## src/sfwp_pkg.sv

```systemverilog
// shared types and constants of the stack frame write profiler
// no dependencies; imported by every module of the block
`default_nettype none

package sfwp_pkg;

   // fixed field widths of the transaction ports
   localparam int OP_W       = 2;
   localparam int SIZE_W     = 16;
   localparam int WCNT_W     = 32;
   localparam int LIDX_W     = 12;
   localparam int STATUS_W   = 2;
   localparam int SPOW_W     = 5;
   localparam int LSH_W      = 4;
   localparam int CSR_IDX_W  = 1;
   localparam int CSR_DATA_W = 5;

   // address space and counter format (unsigned 32.FRAC_BITS)
   localparam int ADDR_BITS = 16;
   localparam int FRAC_BITS = 16;
   localparam int CNT_W     = 32 + FRAC_BITS;
   localparam int DIV_W     = ADDR_BITS + 1;

   // operation codes
   localparam logic [OP_W-1:0] OP_PUSH = 2'd0;
   localparam logic [OP_W-1:0] OP_POP  = 2'd1;
   localparam logic [OP_W-1:0] OP_READ = 2'd2;

   // status codes
   localparam logic [STATUS_W-1:0] ST_OK    = 2'd0;
   localparam logic [STATUS_W-1:0] ST_OOM   = 2'd1;
   localparam logic [STATUS_W-1:0] ST_FULL  = 2'd2;
   localparam logic [STATUS_W-1:0] ST_EMPTY = 2'd3;

   // register indexes
   localparam logic [CSR_IDX_W-1:0] CSR_SIZE_POWER = 1'd0;
   localparam logic [CSR_IDX_W-1:0] CSR_LINE_SHIFT = 1'd1;

   // command from the sequencer to the line counter store
   typedef struct packed {
      logic                 valid;
      logic                 accumulate;
      logic [ADDR_BITS-1:0] line;
      logic [CNT_W-1:0]     share;
   } line_cmd_type;

endpackage

`default_nettype wire

```

## src/sfwp_divider.sv

```systemverilog
// iterative restoring divider, one quotient bit per cycle
// depends on sfwp_pkg for the counter and divisor widths
`default_nettype none

module sfwp_divider (
   input  wire                         clock,
   input  wire                         reset,
   input  wire                         start,
   input  wire  [sfwp_pkg::CNT_W-1:0]  dividend,
   input  wire  [sfwp_pkg::DIV_W-1:0]  divisor,
   output logic [sfwp_pkg::CNT_W-1:0]  quotient,
   output logic                        done
);
   import sfwp_pkg::*;

   localparam int REM_W = DIV_W + 1;
   localparam int CNT_BITS = $clog2(CNT_W + 1);

   logic                busy_ff, busy_in;
   logic                done_ff, done_in;
   logic [CNT_BITS-1:0] count_ff, count_in;
   logic [REM_W-1:0]    rem_ff, rem_in;
   logic [CNT_W-1:0]    quo_ff, quo_in;
   logic [DIV_W-1:0]    div_ff, div_in;
   logic [REM_W-1:0]    trial;

   always_comb begin
      busy_in  = busy_ff;
      done_in  = 1'b0;
      count_in = count_ff;
      rem_in   = rem_ff;
      quo_in   = quo_ff;
      div_in   = div_ff;
      trial    = {rem_ff[REM_W-2:0], quo_ff[CNT_W-1]};
      if (start) begin
         busy_in  = 1'b1;
         count_in = CNT_BITS'(CNT_W);
         rem_in   = '0;
         quo_in   = dividend;
         div_in   = divisor;
      end else if (busy_ff) begin
         if (trial >= {1'b0, div_ff}) begin
            rem_in = trial - {1'b0, div_ff};
            quo_in = {quo_ff[CNT_W-2:0], 1'b1};
         end else begin
            rem_in = trial;
            quo_in = {quo_ff[CNT_W-2:0], 1'b0};
         end
         count_in = count_ff - CNT_BITS'(1);
         if (count_ff == CNT_BITS'(1)) begin
            busy_in = 1'b0;
            done_in = 1'b1;
         end
      end
   end

   always_ff @(posedge clock) begin
      if (reset) begin
         busy_ff  <= 1'b0;
         done_ff  <= 1'b0;
         count_ff <= '0;
      end else begin
         busy_ff  <= busy_in;
         done_ff  <= done_in;
         count_ff <= count_in;
      end
   end

   always_ff @(posedge clock) begin
      rem_ff <= rem_in;
      quo_ff <= quo_in;
      div_ff <= div_in;
   end

   assign quotient = quo_ff;
   assign done     = done_ff;

endmodule

`default_nettype wire

```

## config.mk

```make
export PLATFORM = sky130hd
export DESIGN_NAME = sfwp_divider
export DESIGN_NICKNAME = d
export VERILOG_FILES = /design/src/sfwp_pkg.sv /design/src/sfwp_divider.sv
export SDC_FILE = /design/constraint.sdc
export NUM_CORES = 1
export LEC_CHECK = 0
export ABC_AREA = 0
export BUFFER_PORTS_ARGS = -buffer_cell sky130_fd_sc_hd__buf_4
export CAP_MARGIN = 25
export CORE_UTILIZATION = 45
export CTS_CLUSTER_DIAMETER = 60
export CTS_CLUSTER_SIZE = 12
export DETAILED_ROUTE_END_ITERATION = 7
export PLACE_DENSITY = 0.66
export SYNTH_ARGS = -nofsm -noshare
export SYNTH_HDL_FRONTEND = slang
export SYNTH_SLANG_ARGS = --single-unit
```

## constraint.sdc

```tcl
create_clock -name clock -period 4.8 [get_ports clock]
set_clock_uncertainty 0.1 [all_clocks]
set_input_delay 0.72 -clock clock [delete_from_list [all_inputs] [get_ports clock]]
set_output_delay 0.72 -clock clock [all_outputs]
set_load 0.005 [all_outputs]
```

Word-level counts from Yosys, hierarchy flattened. Index checks and enable logic that the tools add are counted.

Bits in registers: 90. Bits of input ports: 68. Output and inout port bits: 49. Logic and storage cells: 25.

Add/subtract/negate cells: 2. Magnitude comparators: 1. Equal/unequal tests: 1. Multiplexer cells: 10. Bitwise logic cells: 1. Reductions and logical operators: 3.

Operator list (number): 2-to-1 mux 48 bit (2); >= comparator 18 x 17 -> 1 bit (1); 2-to-1 mux 17 bit (1); subtractor 17 bit (1); 2-to-1 mux 6 bit (2); equality test 6 x 1 -> 1 bit (second input constant) (1); subtractor 6 x 1 -> 6 bit (second input constant) (1); 2-to-1 mux 1 bit (5); OR reduction 3 bit (1); nonzero test 2 bit (1); OR reduction 2 bit (1); inverter 1 bit (1).

Logic depth before layout (Yosys ltp). Gate-level depths: netlist of the first run.

Word-level depth: 4. Mapped depth: 12. Gate-level depth less buffers: 10.

Least setup slack after synthesis of the first run. OpenSTA, ideal clock, no wires.

Path kind: register to register. Start point: register quo_ff[47], in the netlist quotient[47]. End point: register quo_ff[0], in the netlist quotient[0], data pin. Setup time: 0.260 ns. Arrival: 2.567 ns. Slack: 1.873 ns. Cell stages (with the launch flop): 12. Period minus slack after synthesis: 2.927 ns. Cells stage by stage: edfxtp_1 inv_1 ha_1 inv_1 fa_1 a21o_1 a221oi_2 a2111oi_2 a211o_1 buf_6 buf_12 mux2_2.

Word-level cells in the longest chain between the ends: 4.

Ends and longest elaborated chain: start: declaration (RTL line sfwp_divider.sv:23) `logic [CNT_W-1:0] quo_ff, quo_in;`; start signal: assignment (RTL line sfwp_divider.sv:71) `quo_ff <= quo_in;`; >= comparator 18 x 17 -> 1 bit (RTL line sfwp_divider.sv:42) `if (trial >= {1'b0, div_ff}) begin`; 2-to-1 mux 1 bit (RTL line sfwp_divider.sv:42); 2-to-1 mux 48 bit (RTL line sfwp_divider.sv:41) `end else if (busy_ff) begin`; 2-to-1 mux 48 bit (RTL line sfwp_divider.sv:35) `if (start) begin`; via quo_in[0] (RTL line sfwp_divider.sv:23).

The timed path passes the listed nets, and every way through them passes these cells. The select of a mux whose other input is x is not followed. A chain may end at the register's enable or synchronous reset.

Worst setup path in the final report of the first run. Same ends and word-level chain as after synthesis.

==> results of run 1 <==
cell usage after synthesis, drive strengths merged (2+ instances only):
cell type / count
xnor2: 6
a21oi: 18
clkbuf: 12
a211oi: 11
a21o: 8
dfxtp: 25
ha: 19
nand2b: 8
o21ai: 18
mux2: 50
nand3: 3
nor2b: 2
a221oi: 2
buf: 8
nor3: 6
xor2: 11
edfxtp: 65
nor2: 29
nand4: 5
nor4b: 2
a2111oi: 2
a31oi: 2
mux2i: 10
and3: 3
o211ai: 3
nand2: 17
inv: 22
a32oi: 2
routing by layer:
metal | wire length (µm) | global-route usage, %
met4 | 122 | 6.53
met1 | 4490 | 23.4
met3 | 828 | 7.96
met5 | 0 | 0
met2 | 4840 | 31.3
flip-flops by register name, summed over array words and instances (netlist names):
register,count
quotient,48
div_ff,17
rem_ff,17
count_ff,6
busy_ff,1
done,1
report_power, final:
group	switching [mW]	internal, mW
logic	0.173	0.194
clock network	0.288	0.244
registers	0.0376	0.913
total	0.498	1.35
worst min-delay path, delay by kind of cell (launching register included):
| kind | cells | cell delay (ns) |
|---|---|---|
| flops | 1 | 0.33 |
| simple gates | 1 | 0.05 |
| compound gates | 1 | 0.05 |
worst paths after layout:
kind	cells past startpoint	startpoint	to	slack [ns]
worst max-delay path	9	quotient[47]	quotient[0]	1.58
worst min-delay path	2	rem_ff[16]	rem_ff[16]	0.37
worst max register to register	9	quotient[47]	quotient[0]	1.58
worst min register to register	2	rem_ff[16]	rem_ff[16]	0.37
cells in the final DEF, fill, tap and decap left out, types with 5 or more instances in the layout:
cell type / synthesis / layout
nand2b_1: 8 / 8
nor2_1: 29 / 29
mux2i_1: 10 / 10
mux2_2: 50 / 50
a21oi_1: 18 / 18
a211oi_1: 10 / 10
dfxtp_1: 25 / 25
a21o_1: 7 / 7
xnor2_1: 6 / 6
nand2_1: 17 / 17
o21ai_0: 15 / 15
buf_4: 1 / 118
ha_1: 19 / 19
edfxtp_1: 65 / 65
nor3_1: 6 / 6
nand4_1: 5 / 5
xor2_1: 11 / 11
inv_1: 22 / 21
clkbuf_8: 4 / 9
layout make-up:
| class | count | area (µm²) | share of cell area, % |
|---|---|---|---|
| sequential | 90 | 2450 | 42.5 |
| multi-input combinational | 251 | 1960 | 34.0 |
| timing repair buffer | 119 | 906 | 15.7 |
| tap | 133 | 166 | 2.89 |
| clock buffer | 9 | 124 | 2.15 |
| inverter | 22 | 82.6 | 1.43 |
| clock inverter | 7 | 75.1 | 1.30 |
metrics by stage:
stage / hold WS (ns) / util (%) / power (mW)
floorplan: 0.327 / - / 1.18
global placement: 0.338 / 56.0 / 1.32
detailed placement: 0.360 / 56.0 / 1.33
CTS: 0.374 / 58.0 / 1.87
global route: 0.394 / 58.2 / 1.93
finish: 0.371 / 58.2 / 1.85
cells by family after synthesis:
| logic type | Yosys count |
|---|---|
| multiplexers | 60 |
| AO/OA/AOI/OAI | 75 |
| XOR/XNOR | 17 |
| adder cells (fa/ha/maj) | 20 |
| buffers and inverters | 43 |
| flip-flops | 90 |
| AND/OR/NAND/NOR | 79 |
==> reports/metrics.yaml, run 1 <==
run_status:
  status: "completed"
clock_network:
  insertion_delay_ns: 0.36
  cts_buffer_depth: 2
  clock_sinks: 90
  post-cts-setup-buffer-count: 0
  cts_made_buffers: 9
  hold_buffers: 0
  htree_levels: 3
  cts.repair.resized: 0
  cts_root_buf: "clkbuf_8"
  clk_pin_slew_ns: 0.10
  cts_tree: "done"
synthesis:
  yosys.area.top_type: "edfxtp_1"
  yosysWarnings: 0
  synth-seq-cells: 90
  avgSynthCellArea_um2: 12.2
  syn_nets: 472
  synth_compound_area_share_pct: 11.0
  synth_cells: 384
  synth_top_family_by_area: "multiplexers"
  synthSimpleGateAreaFrac_pct: 8.07
  synthFlopType: "edfxtp_1"
  ys_types: 53
  synth_mux_area_share_pct: 14.2
  synth_edf_count: 65
  synth.top_cell.area_share_pct: 41.7
  synth_area_leaders: "edfxtp_1, mux2_2, dfxtp_1, ha_1, nor2_1"
  yosysSeqAreaShare_pct: 52.4
  ys_async_sr_fraction_pct: 0
  synthAdderAreaFrac_pct: 5.51
  synthesis.area_um2: 4680
  yosys.area_share.xor_xnor_pct: 3.18
sta:
  fin_crit_ns: 3.22
  worst-slew-pin-transition_ns: 0.744
  setup_violations: 0
  drv_slew: 0
  layout_setup_ws_ns: 1.58
  fin_tns_setup_ns: 0
  slew_headroom_pct: 50.4
  fin_crit_sh_pct: 67.2
  rsz0062_at_grt: "no"
  clock.fmax_ghz: 0.310
  hold_viol_final: 0
worst_setup_path:
  endpoint_kind: "register"
  cpPeakStageDelay_ns: 0.59
  cp.required_ns: 4.82
  critical_path_class: "reg2reg"
  slowest_stage: "a211o_1"
  critPathLaunchType: "register"
  path_cells: "inv_1 > ha_1 > inv_1 > fa_1 > a21o_1 > a221oi_2 > a2111oi_2 > a211o_1 > mux2_2"
  worst_path_most_repeated_cell: "inv_1"
  critPathBufInv: 2
  path_delay_family: "compound AO/OA/AOI/OAI gates"
  cp_max_fo: 16
  arrival_ns: 3.24
global_routing:
  antenna_found_initial: 0
  grt_usage_pct: 19.4
  grt_max_degree: 56
  overflow: 0
  grt_pass1_wl_um: 16500
  grt_pass1_vias: 3415
worst_hold_path:
  min_path_type: "reg2reg"
floorplan:
  rows: 36
  die_h_um: 104
  die_x_um: 104
  core_um2: 9910
  dieArea_um2: 10800
  io_pins: 117
  start_util_pct: 47.2
placed_design:
  hpwl_um: 7440
  dp_cells: 614
  gp_congestion: 0.811
  place_area_um2: 5550
  io_buffers: 116
  pre_cts_ws_ns: 1.57
power:
  ir_drop_v: 0.000240
  total_leakage_power_nw: 2.41
  p_per_area_nw_per_um2: 321
route:
  first_pass_iters: 4
  ant_nets: 0
  wl_per_cell_um: 16.3
  drt_iter0_markers: 116
  drc: 0
  wirelength_um: 10300
  num_vias: 3343
  viasPerCell: 5.30
finish:
  final_layout_size_suffix_gt1_share_pct: 38.6
  antenna_cells: 0
  layout.cells.non_filler: 631
  num-fill-cells: 843
  postLayoutCellArea_um2: 5770
  syn_to_final_growth_pct: 23.2
  nNetsFinal: 581
job:
  cap_violations: 0
(Power assumes the default switching activity.)
==> inputs of run 2 (changes only) <==
==> constraint.sdc (replaced) <==
create_clock -name clock -period 3.15 [get_ports clock]
set_clock_uncertainty 0.1 [all_clocks]
set_input_delay 0.4725 -clock clock [delete_from_list [all_inputs] [get_ports clock]]
set_output_delay 0.4725 -clock clock [all_outputs]
set_load 0.005 [all_outputs]
==> run 2 against run 1 <==
  * Flip-flop and latch count unchanged
  * Non-clock buffer count increased by 6
  * Clock power up 83%
  * Maximum frequency grew 10%
==> reports/metrics.yaml, run 2 (same netlist as run 1, synthesis figures left out) <==
worst_setup_path:
  cp_max_fo: 9  # was 16
  rr_endpoint: "quotient[0]"  # unchanged
  r2r_cells: 10  # was 9
  r2r_start: "quotient[47]"  # unchanged
  arrival_ns: 2.96  # was 3.24 ns
  critical_path_class: "reg2reg"  # unchanged
  critPathLaunchType: "register"  # unchanged
  cp.required_ns: 3.18  # was 4.82 ns
  endpoint_kind: "register"  # unchanged
  reg2reg_slack_ns: 0.22  # was 1.58 ns
sta:
  setup_violations: 0  # unchanged
  drv_slew: 0  # unchanged
  hold_viol_final: 0  # unchanged
  rsz0062_at_grt: "no"  # unchanged
  slew_headroom_pct: 70.1  # was 50.4%
  fin_crit_sh_pct: 93.0  # was 67.2%
  worst-slew-pin-transition_ns: 0.442  # was 0.744 ns
  fin_tns_setup_ns: 0  # unchanged
  fin_crit_ns: 2.93  # was 3.22 ns
  clock.fmax_ghz: 0.341  # was 0.310 GHz
power:
  swShare_pct: 25.6  # was 26.9%
  power.switching_uw: 765  # was 498 µW
  ir_drop_v: 0.000368  # was 0.000240 V
  p_total_mw: 2.99  # was 1.85 mW
  p_per_area_nw_per_um2: 511  # was 321 nW/µm²
  p_comb_share_pct: 19.0  # was 19.8%
  power_frac_clock_pct: 32.6  # was 28.8%
  total_leakage_power_nw: 2.46  # was 2.41 nW
  p_seq_share_pct: 48.4  # was 51.4%
  p_int_mw: 2.23  # was 1.35 mW
clock_network:
  cts_root_buf: "clkbuf_8"  # unchanged
  insertion_delay_ns: 0.37  # was 0.36 ns
  clk_pin_slew_ns: 0.09  # was 0.10 ns
  htree_levels: 3  # unchanged
  hold_buffers: 0  # unchanged
  cts_tree: "done"  # unchanged
  clock_sinks: 90  # unchanged
  cts_buffer_depth: 2  # unchanged
  post-cts-setup-buffer-count: 0  # unchanged
  cts_made_buffers: 9  # unchanged
  cts.repair.resized: 0  # unchanged
finish:
  num-fill-cells: 840  # was 843
  syn_to_final_growth_pct: 25.1  # was 23.2%
  nNetsFinal: 587  # was 581
  layout.area.seq_um2: 2450  # unchanged
  final_cell_mix: "buf_4, edfxtp_1, mux2_2, nor2_1, dfxtp_1"  # unchanged
  largest_reg_flops: 48  # unchanged
  antenna_cells: 0  # unchanged
  multiInputGateArea_um2: 1960  # unchanged
  final_layout_size_suffix_gt1_share_pct: 38.9  # was 38.6%
  layout_commonest_cell: "buf_4"  # unchanged
worst_hold_path:
  holdPathStages: 1  # was 2
  min_to: "div_ff[15]"  # was rem_ff[16]
  min_path_type: "in2reg"  # was reg2reg
  min_from: "divisor[15]"  # was rem_ff[16]
route:
  drt_iter0_markers: 128  # was 116
  wl_met1_um: 4410  # was 4490 µm
  wl_per_cell_um: 17.0  # was 16.3 µm
  wl_met2_um: 5200  # was 4840 µm
  wirelength_um: 10800  # was 10300 µm
  route.met3.wl_um: 1030  # was 828 µm
  num_vias: 3456  # was 3343
  viasPerCell: 5.43  # was 5.30
  first_pass_iters: 4  # unchanged
  ant_nets: 0  # unchanged
  drc: 0  # unchanged
  dr.max_layer_used: "met4"  # unchanged
floorplan:
  rows: 36  # unchanged
  start_util_pct: 47.2  # unchanged
  io_pins: 117  # unchanged
  core_um2: 9910  # unchanged
  die_x_um: 104  # unchanged
  dieArea_um2: 10800  # unchanged
  die_h_um: 104  # unchanged
global_routing:
  grt_pass1_wl_um: 17200  # was 16500 µm
  antenna_found_initial: 0  # unchanged
  grt_max_degree: 37  # was 56
  grt_usage_pct: 20.6  # was 19.4%
  overflow: 0  # unchanged
  grt_pass1_vias: 3466  # was 3415
job:
  cap_violations: 0  # unchanged
placed_design:
  io_buffers: 116  # unchanged
  gp_congestion: 0.851  # was 0.811
  hpwl_um: 7720  # was 7440 µm
run_status:
  status: "completed"  # unchanged
run 2: cell types whose count changed in the layout (fill, tap and decap cells not counted), sizes merged:
cell	previous run	this run
buf	119	125
clkinvlp	2	0
bufinv	1	3
clkinv	2	0
clkbuf	9	11
run 2: worst max-delay path: stages (launching register included):
cell       delay (ns)
edfxtp_1         0.40
inv_1            0.10
ha_1             0.17
inv_1            0.05
fa_1             0.40
a21o_1           0.22
a221oi_2         0.33
a2111oi_2        0.14
a211o_1          0.31
buf_4            0.19
mux2_2           0.27
run 2: how the worst max path moves through the flow:
stage                  from           to  depth (start not counted)
6_report       quotient[47]  quotient[0]                         10
2_1_floorplan  quotient[47]  quotient[0]                         11
5_1_grt        quotient[47]   rem_ff[16]                         11
4_1_cts        quotient[47]    rem_ff[6]                         11
3_3_place_gp   quotient[47]  quotient[0]                         10
3_5_place_dp   quotient[47]    rem_ff[6]                         11
run 2: cell type report:
type,instances,share of cell area [%]
multi-input cells,251,33.5
well taps,133,2.84
flip-flops and latches,90,41.9
repair buffers,125,16.2
clock buffers,11,2.24
clock inverters,5,1.88
inverters,22,1.41
run 2: power groups by stage:
stage | logic [mW] | clock network (mW) | registers, mW
global placement | 0.553 | 0 | 1.47
detailed placement | 0.566 | 0 | 1.48
global route | 0.623 | 1.04 | 1.46
floorplan | 0.333 | 0 | 1.47
finish | 0.567 | 0.976 | 1.45
CTS | 0.570 | 1.00 | 1.45
run 2: through the flow:
step	hold WS (ns)	setup slack, ns	instance area, µm²	utilization (%)	std cells
detailed placement	0.344	0.220	5610	56.6	621
CTS	0.145	0.168	5850	59.1	637
floorplan	0.327	0.223	4680	-	384
finish	0.169	0.220	5850	59.1	637
global route	0.142	0.0162	5850	59.1	637
global placement	0.338	0.349	5610	56.6	621
run 2: per-layer routing:
| metal | vias up | track usage (%) |
|---|---|---|
| li1 | 1648 | - |
| met5 | - | 0 |
| met2 | 123 | 33.7 |
| met1 | 1672 | 23.9 |
| met3 | 13 | 9.40 |
| met4 | 0 | 6.84 |
==> inputs of run 3 (changes only) <==
--- a/config.mk
+++ b/config.mk
@@ -13,6 +13,7 @@
 export CTS_CLUSTER_SIZE = 12
 export DETAILED_ROUTE_END_ITERATION = 7
 export PLACE_DENSITY = 0.66
+export SETUP_SLACK_MARGIN = 0.4
 export SYNTH_ARGS = -nofsm -noshare
 export SYNTH_HDL_FRONTEND = slang
 export SYNTH_SLANG_ARGS = --single-unit
==> constraint.sdc (replaced) <==
create_clock -name clock -period 3.5 [get_ports clock]
set_clock_uncertainty 0.1 [all_clocks]
set_input_delay 0.525 -clock clock [delete_from_list [all_inputs] [get_ports clock]]
set_output_delay 0.525 -clock clock [all_outputs]
set_load 0.005 [all_outputs]
==> run 3 against run 2 <==
  * Clock power is 27% lower
  * Non-clock buffer count grew 3
  * Combinational power shrank 9.7%
  * Critical path type unchanged
==> reports/metrics.yaml, run 3 (same netlist as run 1, synthesis figures left out) <==
placed_design:
  place_area_um2: 5580  # was 5610 µm²
  io_buffers: 116  # unchanged
  dp_cells: 617  # was 621
  hpwl_um: 7550  # was 7720 µm
  gp_congestion: 0.828  # was 0.851
route:
  drt_iter0_markers: 138  # was 128
  drc: 0  # unchanged
  ant_nets: 0  # unchanged
  first_pass_iters: 4  # unchanged
  wl_per_cell_um: 16.4  # was 17.0 µm
  viasPerCell: 5.25  # was 5.43
  wirelength_um: 10500  # was 10800 µm
  num_vias: 3357  # was 3456
clock_network:
  clk_pin_slew_ns: 0.10  # was 0.09 ns
  cts_made_buffers: 9  # unchanged
  clock_sinks: 90  # unchanged
  htree_levels: 3  # unchanged
  cts_buffer_depth: 2  # unchanged
  cts_root_buf: "clkbuf_8"  # unchanged
  cts_tree: "done"  # unchanged
  insertion_delay_ns: 0.37  # about the same
sta:
  rsz0062_at_grt: "no"  # unchanged
  slew_headroom_pct: 52.9  # was 70.1%
  setup_violations: 0  # unchanged
  worst-slew-pin-transition_ns: 0.704  # was 0.442 ns
  fin_crit_ns: 2.95  # was 2.93 ns
  drv_slew: 0  # unchanged
  fin_tns_setup_ns: 0  # unchanged
  fin_crit_sh_pct: 84.1  # was 93.0%
  hold_viol_final: 0  # unchanged
  clock.fmax_ghz: 0.340  # was 0.341 GHz
finish:
  final_layout_size_suffix_gt1_share_pct: 39.8  # was 38.9%
  multiInputGateArea_um2: 1970  # was 1960 µm²
  largest_reg_flops: 48  # unchanged
  nNetsFinal: 590  # was 587
  final_core_util_pct: 58.9  # was 59.1%
  layout.area.seq_um2: 2450  # unchanged
  final_cell_mix: "buf_4, edfxtp_1, mux2_2, nor2_1, dfxtp_1"  # unchanged
  syn_to_final_growth_pct: 24.8  # was 25.1%
  postLayoutCellArea_um2: 5840  # was 5850 µm²
  layout_commonest_cell: "buf_4"  # unchanged
  num-fill-cells: 838  # was 840
  antenna_cells: 0  # unchanged
  layout.cells.non_filler: 640  # was 637
floorplan:
  io_pins: 117  # unchanged
  rows: 36  # unchanged
  start_util_pct: 47.2  # unchanged
  die_x_um: 104  # unchanged
  dieArea_um2: 10800  # unchanged
  die_h_um: 104  # unchanged
  core_um2: 9910  # unchanged
worst_hold_path:
  min_to: "div_ff[14]"  # was div_ff[15]
  min_from: "divisor[14]"  # was divisor[15]
  holdPathStages: 1  # unchanged
  min_path_type: "in2reg"  # unchanged
power:
  p_comb_share_pct: 20.3  # was 19.0%
  power.switching_uw: 710  # was 765 µW
  swShare_pct: 28.1  # was 25.6%
  p_per_area_nw_per_um2: 433  # was 511 nW/µm²
  total_leakage_power_nw: 2.44  # was 2.46 nW
  p_int_mw: 1.82  # was 2.23 mW
  p_seq_share_pct: 51.6  # was 48.4%
  ir_drop_v: 0.000294  # was 0.000368 V
  power_frac_clock_pct: 28.1  # was 32.6%
global_routing:
  grt_pass1_wl_um: 16500  # was 17200 µm
  antenna_found_initial: 0  # unchanged
  grt_usage_pct: 19.4  # was 20.6%
  overflow: 0  # unchanged
  grt_pass1_vias: 3392  # was 3466
  grt_max_degree: 40  # was 37
worst_setup_path:
  r2r_cells: 10  # unchanged
  cp.required_ns: 3.69  # was 3.18 ns
  endpoint_kind: "register"  # unchanged
  cp_max_fo: 4  # was 9
  arrival_ns: 3.13  # was 2.96 ns
  r2r_start: "quotient[47]"  # unchanged
  reg2reg_slack_ns: 0.55  # was 0.22 ns
  critPathLaunchType: "register"  # unchanged
  rr_endpoint: "rem_ff[0]"  # was quotient[0]
  critical_path_class: "reg2reg"  # unchanged
job:
  cap_violations: 0  # unchanged
run_status:
  status: "completed"  # unchanged
[run 3: final cells by class]
type | instances | share of cell area (%)
clock buffer | 10 | 2.36
clock inverter | 6 | 0.943
inverter | 22 | 1.41
multi-input combinational | 251 | 33.8
sequential | 90 | 42.0
tap | 133 | 2.85
timing repair buffer | 128 | 16.7
[run 3: repair_timing]
item                                    4_1_cts  5_1_grt
buffers inserted                              0        7
resized for setup                             1        1
endpoints found under the setup margin        8        9
pin swaps                                     0        3
hold buffers                                  0        0
[run 3: layer usage]
layer	track usage, %	vias up	wire length (µm)
li1	-	1656	-
met1	23.3	1572	4540
met2	31.7	115	4930
met3	7.33	14	853
met4	7.24	0	156
met5	0	-	0
[run 3: power groups by stage]
| stage | logic, mW | registers (mW) | clock network [mW] |
|---|---|---|---|
| 3_3_place_gp | 0.495 | 1.32 | 0 |
| 4_1_cts | 0.506 | 1.31 | 0.740 |
| 2_1_floorplan | 0.299 | 1.32 | 0 |
| 3_5_place_dp | 0.502 | 1.33 | 0 |
| 6_report | 0.512 | 1.30 | 0.712 |
| 5_1_grt | 0.562 | 1.32 | 0.771 |
[run 3: worst max-delay path by stage]
stage                       startpoint          end  slack, ns  cells past startpoint
after floorplan           quotient[47]  quotient[0]       0.57                     11
after global placement    quotient[47]    rem_ff[0]       0.47                     10
after detailed placement  quotient[47]    rem_ff[0]       0.37                     10
after CTS                 quotient[47]    rem_ff[8]       0.40                     11
after global routing      quotient[47]    rem_ff[5]       0.44                     11
final                     quotient[47]    rem_ff[0]       0.55                     10
[run 3: critical path, cell delays in order (launching register included)]
cell and delay (ns):
edfxtp_1 0.39, inv_1 0.08, ha_1 0.16, inv_1 0.05
fa_1 0.40, a21o_1 0.24, a221oi_4 0.36, a2111oi_2 0.15
a211oi_2 0.35, mux2_2 0.38, a211oi_1 0.21
[run 3: metrics by stage]
step                      setup slack [ns]  hold WS [ns]  power (mW)
after floorplan                      0.573         0.327        1.62
after global placement               0.475         0.339        1.82
after detailed placement             0.365         0.354        1.83
after CTS                            0.403         0.198        2.55
after global routing                 0.437         0.200        2.65
final                                0.555         0.225        2.53
